$ cat config.mk
export PLATFORM = sky130hd
export DESIGN_NAME = safety_fault_supervisor
export DESIGN_NICKNAME = d
export VERILOG_FILES = /design/src/hdl/sfs_pkg.sv /design/src/hdl/safety_fault_supervisor.sv /design/src/hdl/sfs_cfg_regs.sv /design/src/hdl/sfs_core.sv
export SDC_FILE = /design/constraint.sdc
export NUM_CORES = 1
export LEC_CHECK = 0
export ABC_AREA = 1
export BUFFER_PORTS_ARGS = -buffer_cell sky130_fd_sc_hd__buf_2
export CORE_MARGIN = 3
export CORE_UTILIZATION = 50
export DETAILED_ROUTE_END_ITERATION = 6
export GPL_ROUTABILITY_DRIVEN = 0
export PLACE_DENSITY = 0.71
export SKIP_LAST_GASP = 1
export SLEW_MARGIN = 20
export SYNTH_ARGS = -nofsm -noshare
export SYNTH_HDL_FRONTEND = slang
export SYNTH_SLANG_ARGS = --single-unit
$ cat constraint.sdc
create_clock -name clk_i -period 4 [get_ports clk_i]
set_input_delay 0.4 -clock clk_i [delete_from_list [all_inputs] [get_ports clk_i]]
set_output_delay 0.4 -clock clk_i [all_outputs]
set_load 0.1 [all_outputs]
$ cat src/hdl/sfs_pkg.sv
package sfs_pkg;

  // Widths fixed by the field definitions
  localparam int unsigned TIMER_W  = 16;
  localparam int unsigned MASK_W   = 8;
  localparam int unsigned CFG_W    = 16;
  localparam int unsigned CFG_IDX_W = 3;
  localparam int unsigned FAULT_W  = 8;

  // Default width of the saturating age counters
  localparam int unsigned AGE_BITS_DEF = 16;

  // Hold timer saturates at the top of its 16-bit range
  localparam logic [TIMER_W-1:0] HOLD_MAX = {TIMER_W{1'b1}};

  // Input opcodes
  typedef enum logic [2:0] {
    OP_TICK      = 3'd0,
    OP_LINK      = 3'd1,
    OP_REQUEST   = 3'd2,
    OP_RELAY     = 3'd3,
    OP_AUTOPILOT = 3'd4,
    OP_LOCAL_NAV = 3'd5,
    OP_GLOBAL_NAV = 3'd6,
    OP_SUBMERGED = 3'd7
  } op_e;

  // Mode codes
  localparam logic [1:0] MODE_SAFE   = 2'd0;
  localparam logic [1:0] MODE_MANUAL = 2'd1;
  localparam logic [1:0] MODE_LOCAL  = 2'd2;
  localparam logic [1:0] MODE_GLOBAL = 2'd3;

  // LED patterns
  localparam logic [1:0] LED_STOP   = 2'd0;
  localparam logic [1:0] LED_MANUAL = 2'd1;
  localparam logic [1:0] LED_AUTO   = 2'd2;

  // Fault bit positions
  localparam int unsigned FLT_LINK_LOST  = 0;
  localparam int unsigned FLT_LINK_DEAD  = 1;
  localparam int unsigned FLT_AP_LOST    = 2;
  localparam int unsigned FLT_RELAY_DEAD = 3;
  localparam int unsigned FLT_RAIL_OPEN  = 4;
  localparam int unsigned FLT_NOT_CLOSED = 5;
  localparam int unsigned FLT_WELDED     = 6;
  localparam int unsigned FLT_COMPLETE   = 7;

  // Configuration register indexes
  localparam logic [CFG_IDX_W-1:0] CFG_LINK_TO    = 3'd0;
  localparam logic [CFG_IDX_W-1:0] CFG_RELAY_TO   = 3'd1;
  localparam logic [CFG_IDX_W-1:0] CFG_AP_TO      = 3'd2;
  localparam logic [CFG_IDX_W-1:0] CFG_REQ_TO     = 3'd3;
  localparam logic [CFG_IDX_W-1:0] CFG_HOLD       = 3'd4;
  localparam logic [CFG_IDX_W-1:0] CFG_SUB_TO     = 3'd5;
  localparam logic [CFG_IDX_W-1:0] CFG_SAFE_MASK  = 3'd6;
  localparam logic [CFG_IDX_W-1:0] CFG_LINK_DISARM = 3'd7;

  // Register reset values
  localparam logic [TIMER_W-1:0] RST_LINK_TO  = 16'd5;
  localparam logic [TIMER_W-1:0] RST_RELAY_TO = 16'd15;
  localparam logic [TIMER_W-1:0] RST_AP_TO    = 16'd30;
  localparam logic [TIMER_W-1:0] RST_REQ_TO   = 16'd5;
  localparam logic [TIMER_W-1:0] RST_HOLD     = 16'd50;
  localparam logic [TIMER_W-1:0] RST_SUB_TO   = 16'd5;
  localparam logic [MASK_W-1:0]  RST_SAFE_MASK = 8'd15;

  typedef struct packed {
    logic [2:0] opcode;
    logic       value_bit;
    logic       relay_commanded;
    logic       relay_mismatch;
    logic [1:0] mode_value;
  } in_t;

  typedef struct packed {
    logic [FAULT_W-1:0] fault_bits;
    logic               all_ok;
    logic               health_permit;
    logic [1:0]         granted_mode;
    logic [1:0]         led_pattern;
    logic               link_loss_suppressed;
  } out_t;

  typedef struct packed {
    logic [TIMER_W-1:0] link_timeout;
    logic [TIMER_W-1:0] relay_timeout;
    logic [TIMER_W-1:0] autopilot_timeout;
    logic [TIMER_W-1:0] request_timeout;
    logic [TIMER_W-1:0] hold_ticks;
    logic [TIMER_W-1:0] submerged_timeout;
    logic [MASK_W-1:0]  safe_mask;
    logic               link_loss_disarm;
  } cfg_t;

endpackage

$ cat src/hdl/safety_fault_supervisor.sv
// Safety fault supervisor. Every input transfer is a status event or a tick;
// only a tick returns a result (fault bits, ok, permit, granted mode, LED,
// suppression flag). One transfer is taken per cycle while no tick is held: an
// accepted item sits in the input register while the evaluation logic
// computes from it, and when it moves on the supervisor state is updated and
// a tick's result is captured in the output register. The output register
// alone limits the rate: while a result waits to be taken, a following tick
// is held in the input register, status events still pass. Configuration
// writes take effect on the next cycle and should be made while no item is
// in flight. There is no clearing pass after reset.
module safety_fault_supervisor #(
  parameter int unsigned AGE_BITS = sfs_pkg::AGE_BITS_DEF
) (
  input  logic                          clk_i,
  input  logic                          rst_ni,
  input  logic                          in_valid_i,
  output logic                          in_ready_o,
  input  sfs_pkg::in_t                  in_data_i,
  output logic                          out_valid_o,
  input  logic                          out_ready_i,
  output sfs_pkg::out_t                 out_data_o,
  input  logic                          cfg_we_i,
  input  logic [sfs_pkg::CFG_IDX_W-1:0] cfg_idx_i,
  input  logic [sfs_pkg::CFG_W-1:0]     cfg_wdata_i
);
  import sfs_pkg::*;

  cfg_t cfg;
  in_t  in_q;
  logic in_vld_q;
  out_t out_q;
  logic out_vld_q;
  out_t res;
  logic res_vld;
  logic advance;

  sfs_cfg_regs u_cfg (
    .clk_i      (clk_i),
    .rst_ni     (rst_ni),
    .cfg_we_i   (cfg_we_i),
    .cfg_idx_i  (cfg_idx_i),
    .cfg_wdata_i(cfg_wdata_i),
    .cfg_o      (cfg)
  );

  // Item in the input register moves on unless it is a tick facing a full result
  assign advance    = in_vld_q && (!res_vld || !out_vld_q || out_ready_i);
  assign in_ready_o = !in_vld_q || advance;

  sfs_core #(
    .AGE_BITS(AGE_BITS)
  ) u_core (
    .clk_i      (clk_i),
    .rst_ni     (rst_ni),
    .step_i     (advance),
    .item_i     (in_q),
    .cfg_i      (cfg),
    .res_valid_o(res_vld),
    .res_o      (res)
  );

  // Input register
  always_ff @(posedge clk_i or negedge rst_ni) begin
    if (!rst_ni) begin
      in_vld_q <= 1'b0;
    end else if (in_ready_o) begin
      in_vld_q <= in_valid_i;
    end
  end

  always_ff @(posedge clk_i) begin
    if (in_valid_i && in_ready_o) begin
      in_q <= in_data_i;
    end
  end

  // Result register
  always_ff @(posedge clk_i or negedge rst_ni) begin
    if (!rst_ni) begin
      out_vld_q <= 1'b0;
    end else if (advance && res_vld) begin
      out_vld_q <= 1'b1;
    end else if (out_ready_i) begin
      out_vld_q <= 1'b0;
    end
  end

  always_ff @(posedge clk_i) begin
    if (advance && res_vld) begin
      out_q <= res;
    end
  end

  assign out_valid_o = out_vld_q;
  assign out_data_o  = out_q;

  // Checks
  a_ok_match: assert property (@(posedge clk_i) disable iff (!rst_ni)
    out_valid_o |-> (out_data_o.all_ok == (out_data_o.fault_bits == '0)))
    else $error("all_ok disagrees with fault bits");

  a_mode_permit: assert property (@(posedge clk_i) disable iff (!rst_ni)
    (out_valid_o && out_data_o.granted_mode != MODE_SAFE) |-> out_data_o.health_permit)
    else $error("non-safe mode granted without permit");

  a_suppress: assert property (@(posedge clk_i) disable iff (!rst_ni)
    (out_valid_o && out_data_o.link_loss_suppressed) |-> !out_data_o.fault_bits[FLT_LINK_LOST])
    else $error("link loss raised while suppressed");

  a_tick_held: assert property (@(posedge clk_i) disable iff (!rst_ni)
    (in_vld_q && res_vld && out_vld_q && !out_ready_i) |=> (in_vld_q && $stable(in_q)))
    else $error("tick dropped while result stalled");

endmodule

$ cat src/hdl/sfs_cfg_regs.sv
module sfs_cfg_regs (
  input  logic                           clk_i,
  input  logic                           rst_ni,
  input  logic                           cfg_we_i,
  input  logic [sfs_pkg::CFG_IDX_W-1:0]  cfg_idx_i,
  input  logic [sfs_pkg::CFG_W-1:0]      cfg_wdata_i,
  output sfs_pkg::cfg_t                  cfg_o
);
  import sfs_pkg::*;

  cfg_t cfg_q;

  // Register file, values truncated to register width
  always_ff @(posedge clk_i or negedge rst_ni) begin
    if (!rst_ni) begin
      cfg_q.link_timeout      <= RST_LINK_TO;
      cfg_q.relay_timeout     <= RST_RELAY_TO;
      cfg_q.autopilot_timeout <= RST_AP_TO;
      cfg_q.request_timeout   <= RST_REQ_TO;
      cfg_q.hold_ticks        <= RST_HOLD;
      cfg_q.submerged_timeout <= RST_SUB_TO;
      cfg_q.safe_mask         <= RST_SAFE_MASK;
      cfg_q.link_loss_disarm  <= 1'b1;
    end else if (cfg_we_i) begin
      unique case (cfg_idx_i)
        CFG_LINK_TO:     cfg_q.link_timeout      <= cfg_wdata_i[TIMER_W-1:0];
        CFG_RELAY_TO:    cfg_q.relay_timeout     <= cfg_wdata_i[TIMER_W-1:0];
        CFG_AP_TO:       cfg_q.autopilot_timeout <= cfg_wdata_i[TIMER_W-1:0];
        CFG_REQ_TO:      cfg_q.request_timeout   <= cfg_wdata_i[TIMER_W-1:0];
        CFG_HOLD:        cfg_q.hold_ticks        <= cfg_wdata_i[TIMER_W-1:0];
        CFG_SUB_TO:      cfg_q.submerged_timeout <= cfg_wdata_i[TIMER_W-1:0];
        CFG_SAFE_MASK:   cfg_q.safe_mask         <= cfg_wdata_i[MASK_W-1:0];
        CFG_LINK_DISARM: cfg_q.link_loss_disarm  <= cfg_wdata_i[0];
        default: ;
      endcase
    end
  end

  assign cfg_o = cfg_q;

endmodule

$ cat src/hdl/sfs_core.sv
module sfs_core #(
  parameter int unsigned AGE_BITS = sfs_pkg::AGE_BITS_DEF
) (
  input  logic           clk_i,
  input  logic           rst_ni,
  input  logic           step_i,
  input  sfs_pkg::in_t   item_i,
  input  sfs_pkg::cfg_t  cfg_i,
  output logic           res_valid_o,
  output sfs_pkg::out_t  res_o
);
  import sfs_pkg::*;

  localparam int unsigned CMP_W = (AGE_BITS > TIMER_W) ? AGE_BITS : TIMER_W;
  localparam logic [AGE_BITS-1:0] AGE_MAX = {AGE_BITS{1'b1}};

  function automatic logic [AGE_BITS-1:0] sat_inc(input logic [AGE_BITS-1:0] a);
    sat_inc = (a == AGE_MAX) ? a : a + 1'b1;
  endfunction

  function automatic logic fresh(input logic seen, input logic [AGE_BITS-1:0] age,
                                 input logic [TIMER_W-1:0] lim);
    logic [CMP_W-1:0] a;
    logic [CMP_W-1:0] l;
    a = CMP_W'(age);
    l = CMP_W'(lim);
    fresh = seen && (a <= l);
  endfunction

  // Source state
  logic [AGE_BITS-1:0] link_age_q, link_age_d;
  logic [AGE_BITS-1:0] req_age_q, req_age_d;
  logic [AGE_BITS-1:0] relay_age_q, relay_age_d;
  logic [AGE_BITS-1:0] ap_age_q, ap_age_d;
  logic [AGE_BITS-1:0] sub_age_q, sub_age_d;
  logic                link_seen_q, link_seen_d;
  logic                link_up_q, link_up_d;
  logic                req_seen_q, req_seen_d;
  logic [1:0]          req_mode_q, req_mode_d;
  logic                relay_seen_q, relay_seen_d;
  logic [2:0]          relay_stat_q, relay_stat_d;   // {mismatch, commanded, feedback}
  logic [1:0]          ap_stat_q, ap_stat_d;         // {seen, connected}
  logic [1:0]          nav_flags_q, nav_flags_d;     // {global, local}
  logic [1:0]          sub_stat_q, sub_stat_d;       // {seen, submerged}
  logic [1:0]          cur_mode_q, cur_mode_d;
  logic [TIMER_W-1:0]  hold_cnt_q, hold_cnt_d;
  logic                hold_run_q, hold_run_d;

  // Tick evaluation
  logic [AGE_BITS-1:0] t_link_age, t_req_age, t_relay_age, t_ap_age, t_sub_age;
  logic [TIMER_W-1:0]  hold_inc, t_hold_cnt;
  logic                t_hold_run;
  logic                suppress, link_ok, relay_fresh, nav_active, nav_flag;
  logic [FAULT_W-1:0]  faults, cls;
  logic [1:0]          requested, granted, led;

  always_comb begin
    t_link_age  = sat_inc(link_age_q);
    t_req_age   = sat_inc(req_age_q);
    t_relay_age = sat_inc(relay_age_q);
    t_ap_age    = sat_inc(ap_age_q);
    t_sub_age   = sat_inc(sub_age_q);
    hold_inc    = (hold_run_q && hold_cnt_q != HOLD_MAX) ? hold_cnt_q + 1'b1 : hold_cnt_q;

    suppress = sub_stat_q[0] && fresh(sub_stat_q[1], t_sub_age, cfg_i.submerged_timeout) &&
               (cur_mode_q == MODE_LOCAL);

    faults     = '0;
    link_ok    = fresh(link_seen_q, t_link_age, cfg_i.link_timeout);
    faults[FLT_LINK_DEAD] = !link_ok;
    faults[FLT_LINK_LOST] = (!link_ok || !link_up_q) && cfg_i.link_loss_disarm && !suppress;

    // Relay checks only trust a fresh status
    relay_fresh = fresh(relay_seen_q, t_relay_age, cfg_i.relay_timeout);
    if (!relay_fresh) begin
      faults[FLT_RELAY_DEAD] = 1'b1;
      faults[FLT_RAIL_OPEN]  = 1'b1;
    end else begin
      faults[FLT_RAIL_OPEN]  = !relay_stat_q[0];
      faults[FLT_NOT_CLOSED] = relay_stat_q[2] && relay_stat_q[1] && !relay_stat_q[0];
      faults[FLT_WELDED]     = relay_stat_q[2] && !relay_stat_q[1] && relay_stat_q[0];
    end

    faults[FLT_AP_LOST] = !ap_stat_q[0] ||
                          !fresh(ap_stat_q[1], t_ap_age, cfg_i.autopilot_timeout);

    // Mission complete hold timer
    nav_active = cur_mode_q[1];
    nav_flag   = (cur_mode_q == MODE_LOCAL) ? nav_flags_q[0] : nav_flags_q[1];
    t_hold_run = hold_run_q;
    t_hold_cnt = hold_inc;
    if (nav_active && nav_flag) begin
      t_hold_run = 1'b1;
      if (!hold_run_q) t_hold_cnt = '0;
      faults[FLT_COMPLETE] = (cfg_i.hold_ticks != '0) && (t_hold_cnt >= cfg_i.hold_ticks);
    end else if (!nav_active) begin
      t_hold_run = 1'b0;
      t_hold_cnt = '0;
    end

    // Mode grant
    cls       = faults & cfg_i.safe_mask;
    requested = fresh(req_seen_q, t_req_age, cfg_i.request_timeout) ? req_mode_q : MODE_SAFE;
    granted   = (cls != '0) ? MODE_SAFE : requested;

    priority if (faults[FLT_RAIL_OPEN]) led = LED_STOP;
    else if (granted == MODE_MANUAL)    led = LED_MANUAL;
    else if (granted[1])                led = LED_AUTO;
    else                                led = LED_STOP;
  end

  assign res_o.fault_bits           = faults;
  assign res_o.all_ok               = (faults == '0);
  assign res_o.health_permit        = (cls == '0);
  assign res_o.granted_mode         = granted;
  assign res_o.led_pattern          = led;
  assign res_o.link_loss_suppressed = suppress;
  assign res_valid_o = (op_e'(item_i.opcode) == OP_TICK);

  // Next state per opcode
  always_comb begin
    link_age_d   = link_age_q;
    req_age_d    = req_age_q;
    relay_age_d  = relay_age_q;
    ap_age_d     = ap_age_q;
    sub_age_d    = sub_age_q;
    link_seen_d  = link_seen_q;
    link_up_d    = link_up_q;
    req_seen_d   = req_seen_q;
    req_mode_d   = req_mode_q;
    relay_seen_d = relay_seen_q;
    relay_stat_d = relay_stat_q;
    ap_stat_d    = ap_stat_q;
    nav_flags_d  = nav_flags_q;
    sub_stat_d   = sub_stat_q;
    cur_mode_d   = cur_mode_q;
    hold_cnt_d   = hold_cnt_q;
    hold_run_d   = hold_run_q;
    unique case (op_e'(item_i.opcode))
      OP_TICK: begin
        link_age_d  = t_link_age;
        req_age_d   = t_req_age;
        relay_age_d = t_relay_age;
        ap_age_d    = t_ap_age;
        sub_age_d   = t_sub_age;
        hold_cnt_d  = t_hold_cnt;
        hold_run_d  = t_hold_run;
        cur_mode_d  = granted;
      end
      OP_LINK: begin
        link_seen_d = 1'b1;
        link_up_d   = item_i.value_bit;
        link_age_d  = '0;
      end
      OP_REQUEST: begin
        req_seen_d = 1'b1;
        req_mode_d = item_i.mode_value;
        req_age_d  = '0;
      end
      OP_RELAY: begin
        relay_seen_d = 1'b1;
        relay_stat_d = {item_i.relay_mismatch, item_i.relay_commanded, item_i.value_bit};
        relay_age_d  = '0;
      end
      OP_AUTOPILOT: begin
        ap_stat_d = {1'b1, item_i.value_bit};
        ap_age_d  = '0;
      end
      OP_LOCAL_NAV:  nav_flags_d = {nav_flags_q[1], item_i.value_bit};
      OP_GLOBAL_NAV: nav_flags_d = {item_i.value_bit, nav_flags_q[0]};
      OP_SUBMERGED: begin
        sub_stat_d = {1'b1, item_i.value_bit};
        sub_age_d  = '0;
      end
      default: ;
    endcase
  end

  // State registers
  always_ff @(posedge clk_i or negedge rst_ni) begin
    if (!rst_ni) begin
      link_age_q   <= AGE_MAX;
      req_age_q    <= AGE_MAX;
      relay_age_q  <= AGE_MAX;
      ap_age_q     <= AGE_MAX;
      sub_age_q    <= AGE_MAX;
      link_seen_q  <= 1'b0;
      link_up_q    <= 1'b0;
      req_seen_q   <= 1'b0;
      req_mode_q   <= MODE_SAFE;
      relay_seen_q <= 1'b0;
      relay_stat_q <= '0;
      ap_stat_q    <= '0;
      nav_flags_q  <= '0;
      sub_stat_q   <= '0;
      cur_mode_q   <= MODE_SAFE;
      hold_cnt_q   <= '0;
      hold_run_q   <= 1'b0;
    end else if (step_i) begin
      link_age_q   <= link_age_d;
      req_age_q    <= req_age_d;
      relay_age_q  <= relay_age_d;
      ap_age_q     <= ap_age_d;
      sub_age_q    <= sub_age_d;
      link_seen_q  <= link_seen_d;
      link_up_q    <= link_up_d;
      req_seen_q   <= req_seen_d;
      req_mode_q   <= req_mode_d;
      relay_seen_q <= relay_seen_d;
      relay_stat_q <= relay_stat_d;
      ap_stat_q    <= ap_stat_d;
      nav_flags_q  <= nav_flags_d;
      sub_stat_q   <= sub_stat_d;
      cur_mode_q   <= cur_mode_d;
      hold_cnt_q   <= hold_cnt_d;
      hold_run_q   <= hold_run_d;
    end
  end

endmodule
==> flow_metrics.env, run 1 <==
export IMPL_status="complete, no violations"
export IMPL_routed_via_density=5.29
export IMPL_cts_root_buffer="clkbuf_16"
export IMPL_synthCells=1770
export IMPL_p_total_mw=7.20
export IMPL_post_dp_hpwl_um=24400
export IMPL_remaining_drc_errors=0
export IMPL_drv_slew=0
export IMPL_min_period_over_period_pct=93.7
export IMPL_r2r_end="out_data_o[2]"
export IMPL_cts_reportedPaths_clkPinSlew_ns=0.06
export IMPL_fin_hold_ws_ns=0.0361
export IMPL_cts_tree="built"
export IMPL_cp_slowest_cell="dfstp_2"
export IMPL_p_leak_nw=7.64
export IMPL_placed_area_sq_mm=0.0147
export IMPL_max_freq_ghz=0.267
export IMPL_synthAdderAreaFrac_pct=9.07
export IMPL_die_h_um=174
export IMPL_synth_cell_types=39
export IMPL_io_buffers=48
export IMPL_syn_area_per_cell_sq_um=7.95
export IMPL_rows=60
export IMPL_drive_above_1_share_pct=14.4
export IMPL_synthTopCellsByArea="dfrtp_1 (21%), dfstp_2 (19%), nand2_1 (10%), ha_1 (9.1%), inv_1 (8.7%)"
export IMPL_start_util_pct=51.5
export IMPL_ys_async_sr_fraction_pct=90.6
export IMPL_ios=49
export IMPL_drtPass1Iterations=6
export IMPL_postRouteAntennaNets=0
export IMPL_synth_compound_area_share_pct=12.7
export IMPL_hp_class="in -> reg"
export IMPL_peakVddDrop_v=0.000396
export IMPL_critPathCapture="out_data_o[2]"
export IMPL_dieArea_sq_mm=0.0302
export IMPL_maxCapViolCount=0
export IMPL_tns_ns=0
export IMPL_worstSetupEndpointType="flip-flop"
export IMPL_yosys_area_top_type="dfrtp_1"
export IMPL_cpPeakStageDelay_ns=0.56
export IMPL_crit_buf_inv=2
export IMPL_crit_path_max_fanout=6
export IMPL_yosysTopAreaCellShare_pct=21.2
export IMPL_rr_worst_depth=23
export IMPL_clock_sinks=244
export IMPL_path_common_cell="nand2_1"
export IMPL_ys_seq_area_share_pct=45.1
export IMPL_synthFlopType="dfrtp_1"
export IMPL_core_sq_mm=0.0273
export IMPL_p_per_area_mw_per_mm2=451
export IMPL_path_cells="ha_1, nand4_1, nor2_1, nand4_1, nor2_4, buf_4, nor2_1, xor2_1, inv_1, ha_1, nand2_1, nor2_1, nand2_1, nand2_1, nand2_1, nand2_1, nand2_1, a21oi_2, nand3_1, nand3_1, nor2_4, nand2_1, nor2_2"
export IMPL_numCtsBuffers=27
export IMPL_vias=11800
export IMPL_final_setup_viol_count=0
export IMPL_place_ws_ns=0.120
export IMPL_syn_to_final_growth_pct=13.4
export IMPL_tightest_slew_ns=0.991
export IMPL_htreeDepth=1
export IMPL_final_area_sq_mm=0.0160
export IMPL_crit_family="simple AND/OR/NAND/NOR gates"
export IMPL_finalHoldViolations=0
export IMPL_synth_xor_area_share_pct=2.93
export IMPL_syn_area_sq_mm=0.0141
export IMPL_synth_top_family_by_area="simple AND/OR/NAND/NOR gates"
export IMPL_clock_latency_ns=0.54
export IMPL_wl_per_cell_um=15.6
export IMPL_grt_overflow=0
export IMPL_track_usage_pct=22.9
export IMPL_muxShareOfSynthArea_pct=0.0800
export IMPL_critPathKind="reg -> reg"
export IMPL_synth_seq_cells=244
export IMPL_grt_max_degree=131
export IMPL_critPathLaunchType="flip-flop"
export IMPL_die_x_um=174
export IMPL_worst_clock_skew_ns=0.0148
export IMPL_final_critical_path_setup_slack_ns=0.254
export IMPL_critPathRequiredTime_ns=4.29
export IMPL_cts_path_max_buffers=3
export IMPL_synth_nets=1904
export IMPL_fin_nets=1964
export IMPL_crit_start="u_core.sub_age_q[0]"
export IMPL_yosys_area_share_simple_pct=20.0
export IMPL_drt_iter0_drc=993
export IMPL_slew_headroom_pct=33.7
export IMPL_period_needed_ns=3.75
export IMPL_yosysWarnings=0
export IMPL_synth_edf_count=23
export IMPL_crit_cells=23
export IMPL_fill_cells=2508
export IMPL_diodes=0
export IMPL_grt_pass1_vias=11600
export IMPL_critPathArrivalTime_ns=4.04
export IMPL_grt_first_pass_wirelength_um=57300
export IMPL_routed_wirelength_um=34800
export IMPL_antenna_found_initial=0
export IMPL_r2r_setup_slack_ns=0.25
export IMPL_r2r_start="u_core.sub_age_q[0]"
cells in the mapped netlist (all sizes together) (38+ instances only):
cell type  count
a21oi         67
dfrtp        119
dfstp        102
ha           102
inv          332
nand2        383
nand3         58
nor2         143
nor3          38
o21ai        199
o22ai         44
xor2          47
how the worst min path moves through the flow:
stage	start	end	slack [ns]	depth (start not counted)
floorplan	rst_ni	in_vld_q	0.10	0
global placement	u_core.sub_stat_q[1]	u_core.sub_stat_q[1]	0.45	2
detailed placement	u_core.ap_stat_q[1]	u_core.ap_stat_q[1]	0.45	2
CTS	in_data_i[4]	in_q[4]	0.01	1
global route	in_data_i[4]	in_q[4]	0.02	1
finish	in_data_i[4]	in_q[4]	0.04	1
stage by stage:
step	utilization [%]	instances
floorplan	-	1770
global placement	53.8	2158
detailed placement	53.8	2158
CTS	57.4	2207
global route	58.4	2222
finish	58.4	2222
repair_timing:
item / CTS / global route
setup endpoints to repair: 0 / 9
gates resized for setup: 0 / 37
hold buffers: 0 / 1
buffers inserted: 0 / 13
hold endpoints to repair: 0 / 23
worst reg2reg max path, stage by stage, from the launching register on:
cell,delay [ns]
dfstp_2,0.56
ha_1,0.22
nand4_1,0.17
nor2_1,0.17
nand4_1,0.14
nor2_4,0.21
buf_4,0.14
nor2_1,0.04
xor2_1,0.22
inv_1,0.09
ha_1,0.30
nand2_1,0.07
nor2_1,0.14
nand2_1,0.07
nand2_1,0.06
nand2_1,0.05
nand2_1,0.06
nand2_1,0.12
a21oi_2,0.21
nand3_1,0.13
nand3_1,0.14
nor2_4,0.07
nand2_1,0.08
nor2_2,0.05
sequential cells by signal, summed over array words and instances, names as in the netlist, 2 cells and up:
signal and flops:
in_q 8, u_core.req_mode_q 2, out_data_o 15, u_core.ap_stat_q 2, u_core.cur_mode_q 2, u_core.relay_age_q 16, u_cfg.cfg_o 105, u_core.hold_cnt_q 16
u_core.relay_stat_q 3, u_core.nav_flags_q 2, u_core.req_age_q 16, u_core.link_age_q 16, u_core.ap_age_q 16, u_core.sub_age_q 16, u_core.sub_stat_q 2
power breakdown:
group | internal (mW) | switching [mW] | total (mW)
clock | 1.70 | 1.04 | 2.74
sequential | 2.88 | 0.200 | 3.08
combinational | 0.500 | 0.883 | 1.38
total | 5.07 | 2.13 | 7.20
cell families (layout without fill, tap and decap cells):
kind of cell,count (synthesis),after routing
flip-flops,244,244
multiplexers,1,1
adder cells (fa/ha/maj),102,102
buffers and inverters,373,453
XOR/XNOR,47,47
AND/OR/NAND/NOR,670,670
AO/OA/AOI/OAI,333,333
placed cells by master, fill, tap and decap left out, drive strengths merged, types with 2 or more instances in the layout:
cell type / instances
a31oi: 4
o21bai: 5
nand3: 58
nand2: 383
o22ai: 44
nor2: 143
nor3: 38
edfxtp: 23
ha: 102
nor4: 12
bufinv: 5
nand4: 34
a21o: 3
dfrtp: 119
dfstp: 102
inv: 333
clkinv: 3
o31ai: 4
o21ai: 199
buf: 70
a22o: 2
clkinvlp: 3
xor2: 47
a21oi: 67
o21a: 2
clkbuf: 38
layer usage:
| metal | up-vias | share of wire (%) | GRT usage [%] |
|---|---|---|---|
| met5 | - | 0 | 0 |
| met4 | 0 | 2.8 | 6.67 |
| met3 | 59 | 4.9 | 2.80 |
| met2 | 299 | 46 | 37.5 |
| met1 | 5569 | 46 | 32.2 |
| li1 | 5826 | - | - |
final cells by class:
cell class | count | area, sq um | share of cell area, %
multi-input combinational | 1153 | 6420 | 40.3
sequential | 244 | 6350 | 39.8
tap | 372 | 465 | 2.92
timing repair buffer | 71 | 483 | 3.03
inverter | 333 | 1250 | 7.84
clock inverter | 11 | 191 | 1.20
clock buffer | 38 | 788 | 4.94
Note: power is estimated with default switching activity, not from simulation.
==> run 2: changes to the inputs <==
--- a/config.mk
+++ b/config.mk
@@ -11,6 +11,7 @@
 export CORE_UTILIZATION = 50
 export DETAILED_ROUTE_END_ITERATION = 6
 export GPL_ROUTABILITY_DRIVEN = 0
+export MAX_ROUTING_LAYER = met4
 export PLACE_DENSITY = 0.71
 export SKIP_LAST_GASP = 1
 export SLEW_MARGIN = 20
==> constraint.sdc (replaced) <==
create_clock -name clk_i -period 4.5 [get_ports clk_i]
set_input_delay 0.45 -clock clk_i [delete_from_list [all_inputs] [get_ports clk_i]]
set_output_delay 0.45 -clock clk_i [all_outputs]
set_load 0.1 [all_outputs]
==> run 2 against run 1 <==
Clock skew is 0.0039 ns lower. Sequential power down 11%. Cell count is 0.50% lower. Total power shrank 12%. Critical path depth up 4. Sequential share of layout area is 0.78 points higher. Global-route usage up 0.44 points. Via count shrank 0.28%. Wire length shrank 1.3%. Critical endpoint unchanged. Largest cell class is now registers.
==> flow_metrics.env, run 2 (synthesis results as in run 1) <==
export IMPL_clock_sinks=244
export IMPL_ios=49
export IMPL_most_common_layout_cells="nand2_1 (380), inv_1 (327), o21ai_0 (177)"
export IMPL_r2r_start="u_core.relay_age_q[0]"
export IMPL_drtPass1Iterations=5
export IMPL_worstSetupEndpointType="flip-flop"
export IMPL_max_freq_ghz=0.252
export IMPL_instances_no_fill=2211
export IMPL_peakVddDrop_v=0.000285
export IMPL_critPathArrivalTime_ns=4.36
export IMPL_remaining_drc_errors=0
export IMPL_grt_overflow=0
export IMPL_track_usage_pct=23.4
export IMPL_critPathRequiredTime_ns=4.89
export IMPL_drt_iter0_drc=838
export IMPL_rr_worst_depth=27
export IMPL_critPathKind="reg -> reg"
export IMPL_critPathLaunchType="flip-flop"
export IMPL_die_x_um=174
export IMPL_maxCapViolCount=0
export IMPL_core_sq_mm=0.0273
export IMPL_r2r_end="out_data_o[2]"
export IMPL_drv_slew=0
export IMPL_routed_via_density=5.30
export IMPL_postRouteAntennaNets=0
export IMPL_status="complete, no violations"
export IMPL_ctsResizeCount=0
export IMPL_cts_path_max_buffers=3
export IMPL_numCtsBuffers=28
export IMPL_min_period_over_period_pct=88.1
export IMPL_htreeDepth=1
export IMPL_grt_first_pass_wirelength_um=56800
export IMPL_vias=11700
export IMPL_slew_headroom_pct=36.0
export IMPL_antenna_found_initial=1
export IMPL_cts_root_buffer="clkbuf_16"
export IMPL_cpPeakStageDelay_ns=0.56
export IMPL_post_cts_buffers=0
export IMPL_r2r_setup_slack_ns=0.53
export IMPL_start_util_pct=51.5
export IMPL_path_common_cell="nand2_1"
export IMPL_grt_max_degree=122
export IMPL_rows=60
export IMPL_tightest_slew_ns=0.957
export IMPL_clock_latency_ns=0.54
export IMPL_worst_clock_skew_ns=0.0109
export IMPL_p_leak_nw=7.53
export IMPL_wl_per_cell_um=15.5
export IMPL_cts_tree="built"
export IMPL_fin_nets=1950
export IMPL_tns_ns=0
export IMPL_syn_to_final_growth_pct=11.2
export IMPL_post_dp_hpwl_um=24300
export IMPL_die_h_um=174
export IMPL_cp_slowest_cell="dfstp_2"
export IMPL_final_setup_viol_count=0
export IMPL_crit_path_max_fanout=5
export IMPL_period_needed_ns=3.97
export IMPL_mostFrequentLayoutCell="nand2_1"
export IMPL_finalHoldViolations=0
export IMPL_routed_wirelength_um=34300
export IMPL_largest_reg_flops=105
export IMPL_p_per_area_mw_per_mm2=406
export IMPL_drive_above_1_share_pct=12.2
export IMPL_cts_hold_buf=0
export IMPL_placed_cells=2158
export IMPL_dieArea_sq_mm=0.0302
export IMPL_hp_class="in -> async"
export IMPL_io_buffers=48
export IMPL_cts_reportedPaths_clkPinSlew_ns=0.06
export IMPL_grt_pass1_vias=11500
export IMPL_grt_setup_unrepaired="no"
[run 2: changes by cell type in the layout (fill, tap and decap cells not counted), sizes merged]
cell | before | now
clkinvlp | 3 | 2
inv | 333 | 332
clkinv | 3 | 7
diode | 0 | 1
bufinv | 5 | 4
clkbuf | 38 | 40
buf | 70 | 56
dlygate4sd3 | 1 | 0
[run 2: worst max path at each step]
stage,from,endpoint,slack [ns],cells after the start
final,u_core.relay_age_q[0],out_data_o[2],0.53,27
after global routing,u_core.sub_age_q[0],out_data_o[2],0.04,21
after CTS,u_core.relay_age_q[0],out_data_o[2],0.57,27
after detailed placement,u_core.relay_age_q[0],out_data_o[2],0.61,27
after global placement,u_core.sub_age_q[0],out_data_o[2],0.74,21
after floorplan,u_core.relay_age_q[0],out_data_o[2],1.16,27
[run 2: power by group]
group | internal (mW) | switching (mW)
clock network | 1.49 | 0.932
registers | 2.56 | 0.181
logic | 0.419 | 0.773
total | 4.47 | 1.89
[run 2: area by class of cell]
cell class              count  area, sq um
well taps                 372          465
clock buffers              40          817
flip-flops and latches    244         6350
inverters                 333         1250
clock inverters            12          164
fillers                  2504        11700
multi-input cells        1153         6290
diodes                      1         2.50
repair buffers             56          310
[run 2: critical path: cells and delay by family, from the launching register on]
kind            cells  cell delay, ns
xor+xnor            1            0.19
fa+ha+maj           2            0.46
flops               1            0.56
simple gates       17            1.90
compound gates      3            0.44
buf+inv             4            0.25
[run 2: through the flow]
| step | total power [mW] | setup WS (ns) | area, sq um | hold slack (ns) | utilization (%) |
|---|---|---|---|---|---|
| after floorplan | 3.59 | 1.16 | 14100 | 0.154 | - |
| after global placement | 3.89 | 0.736 | 14700 | 0.449 | 53.7 |
| after detailed placement | 3.95 | 0.612 | 14700 | 0.454 | 53.7 |
| after CTS | 6.39 | 0.566 | 15600 | 0.0345 | 57.2 |
| after global routing | 6.72 | 0.0417 | 15600 | 0.0589 | 57.3 |
| final | 6.35 | 0.535 | 15600 | 0.00195 | 57.3 |
[run 2: metal layers]
| metal | vias to the layer above | GRT usage, % | wire length [um] | share of wire [%] |
|---|---|---|---|---|
| met5 | - | - | 0 | 0 |
| met3 | 63 | 3.48 | 1810 | 5.3 |
| met4 | 0 | 6.30 | 755 | 2.2 |
| li1 | 5812 | - | - | - |
| met1 | 5537 | 31.6 | 15800 | 46 |
| met2 | 308 | 37.0 | 16000 | 47 |
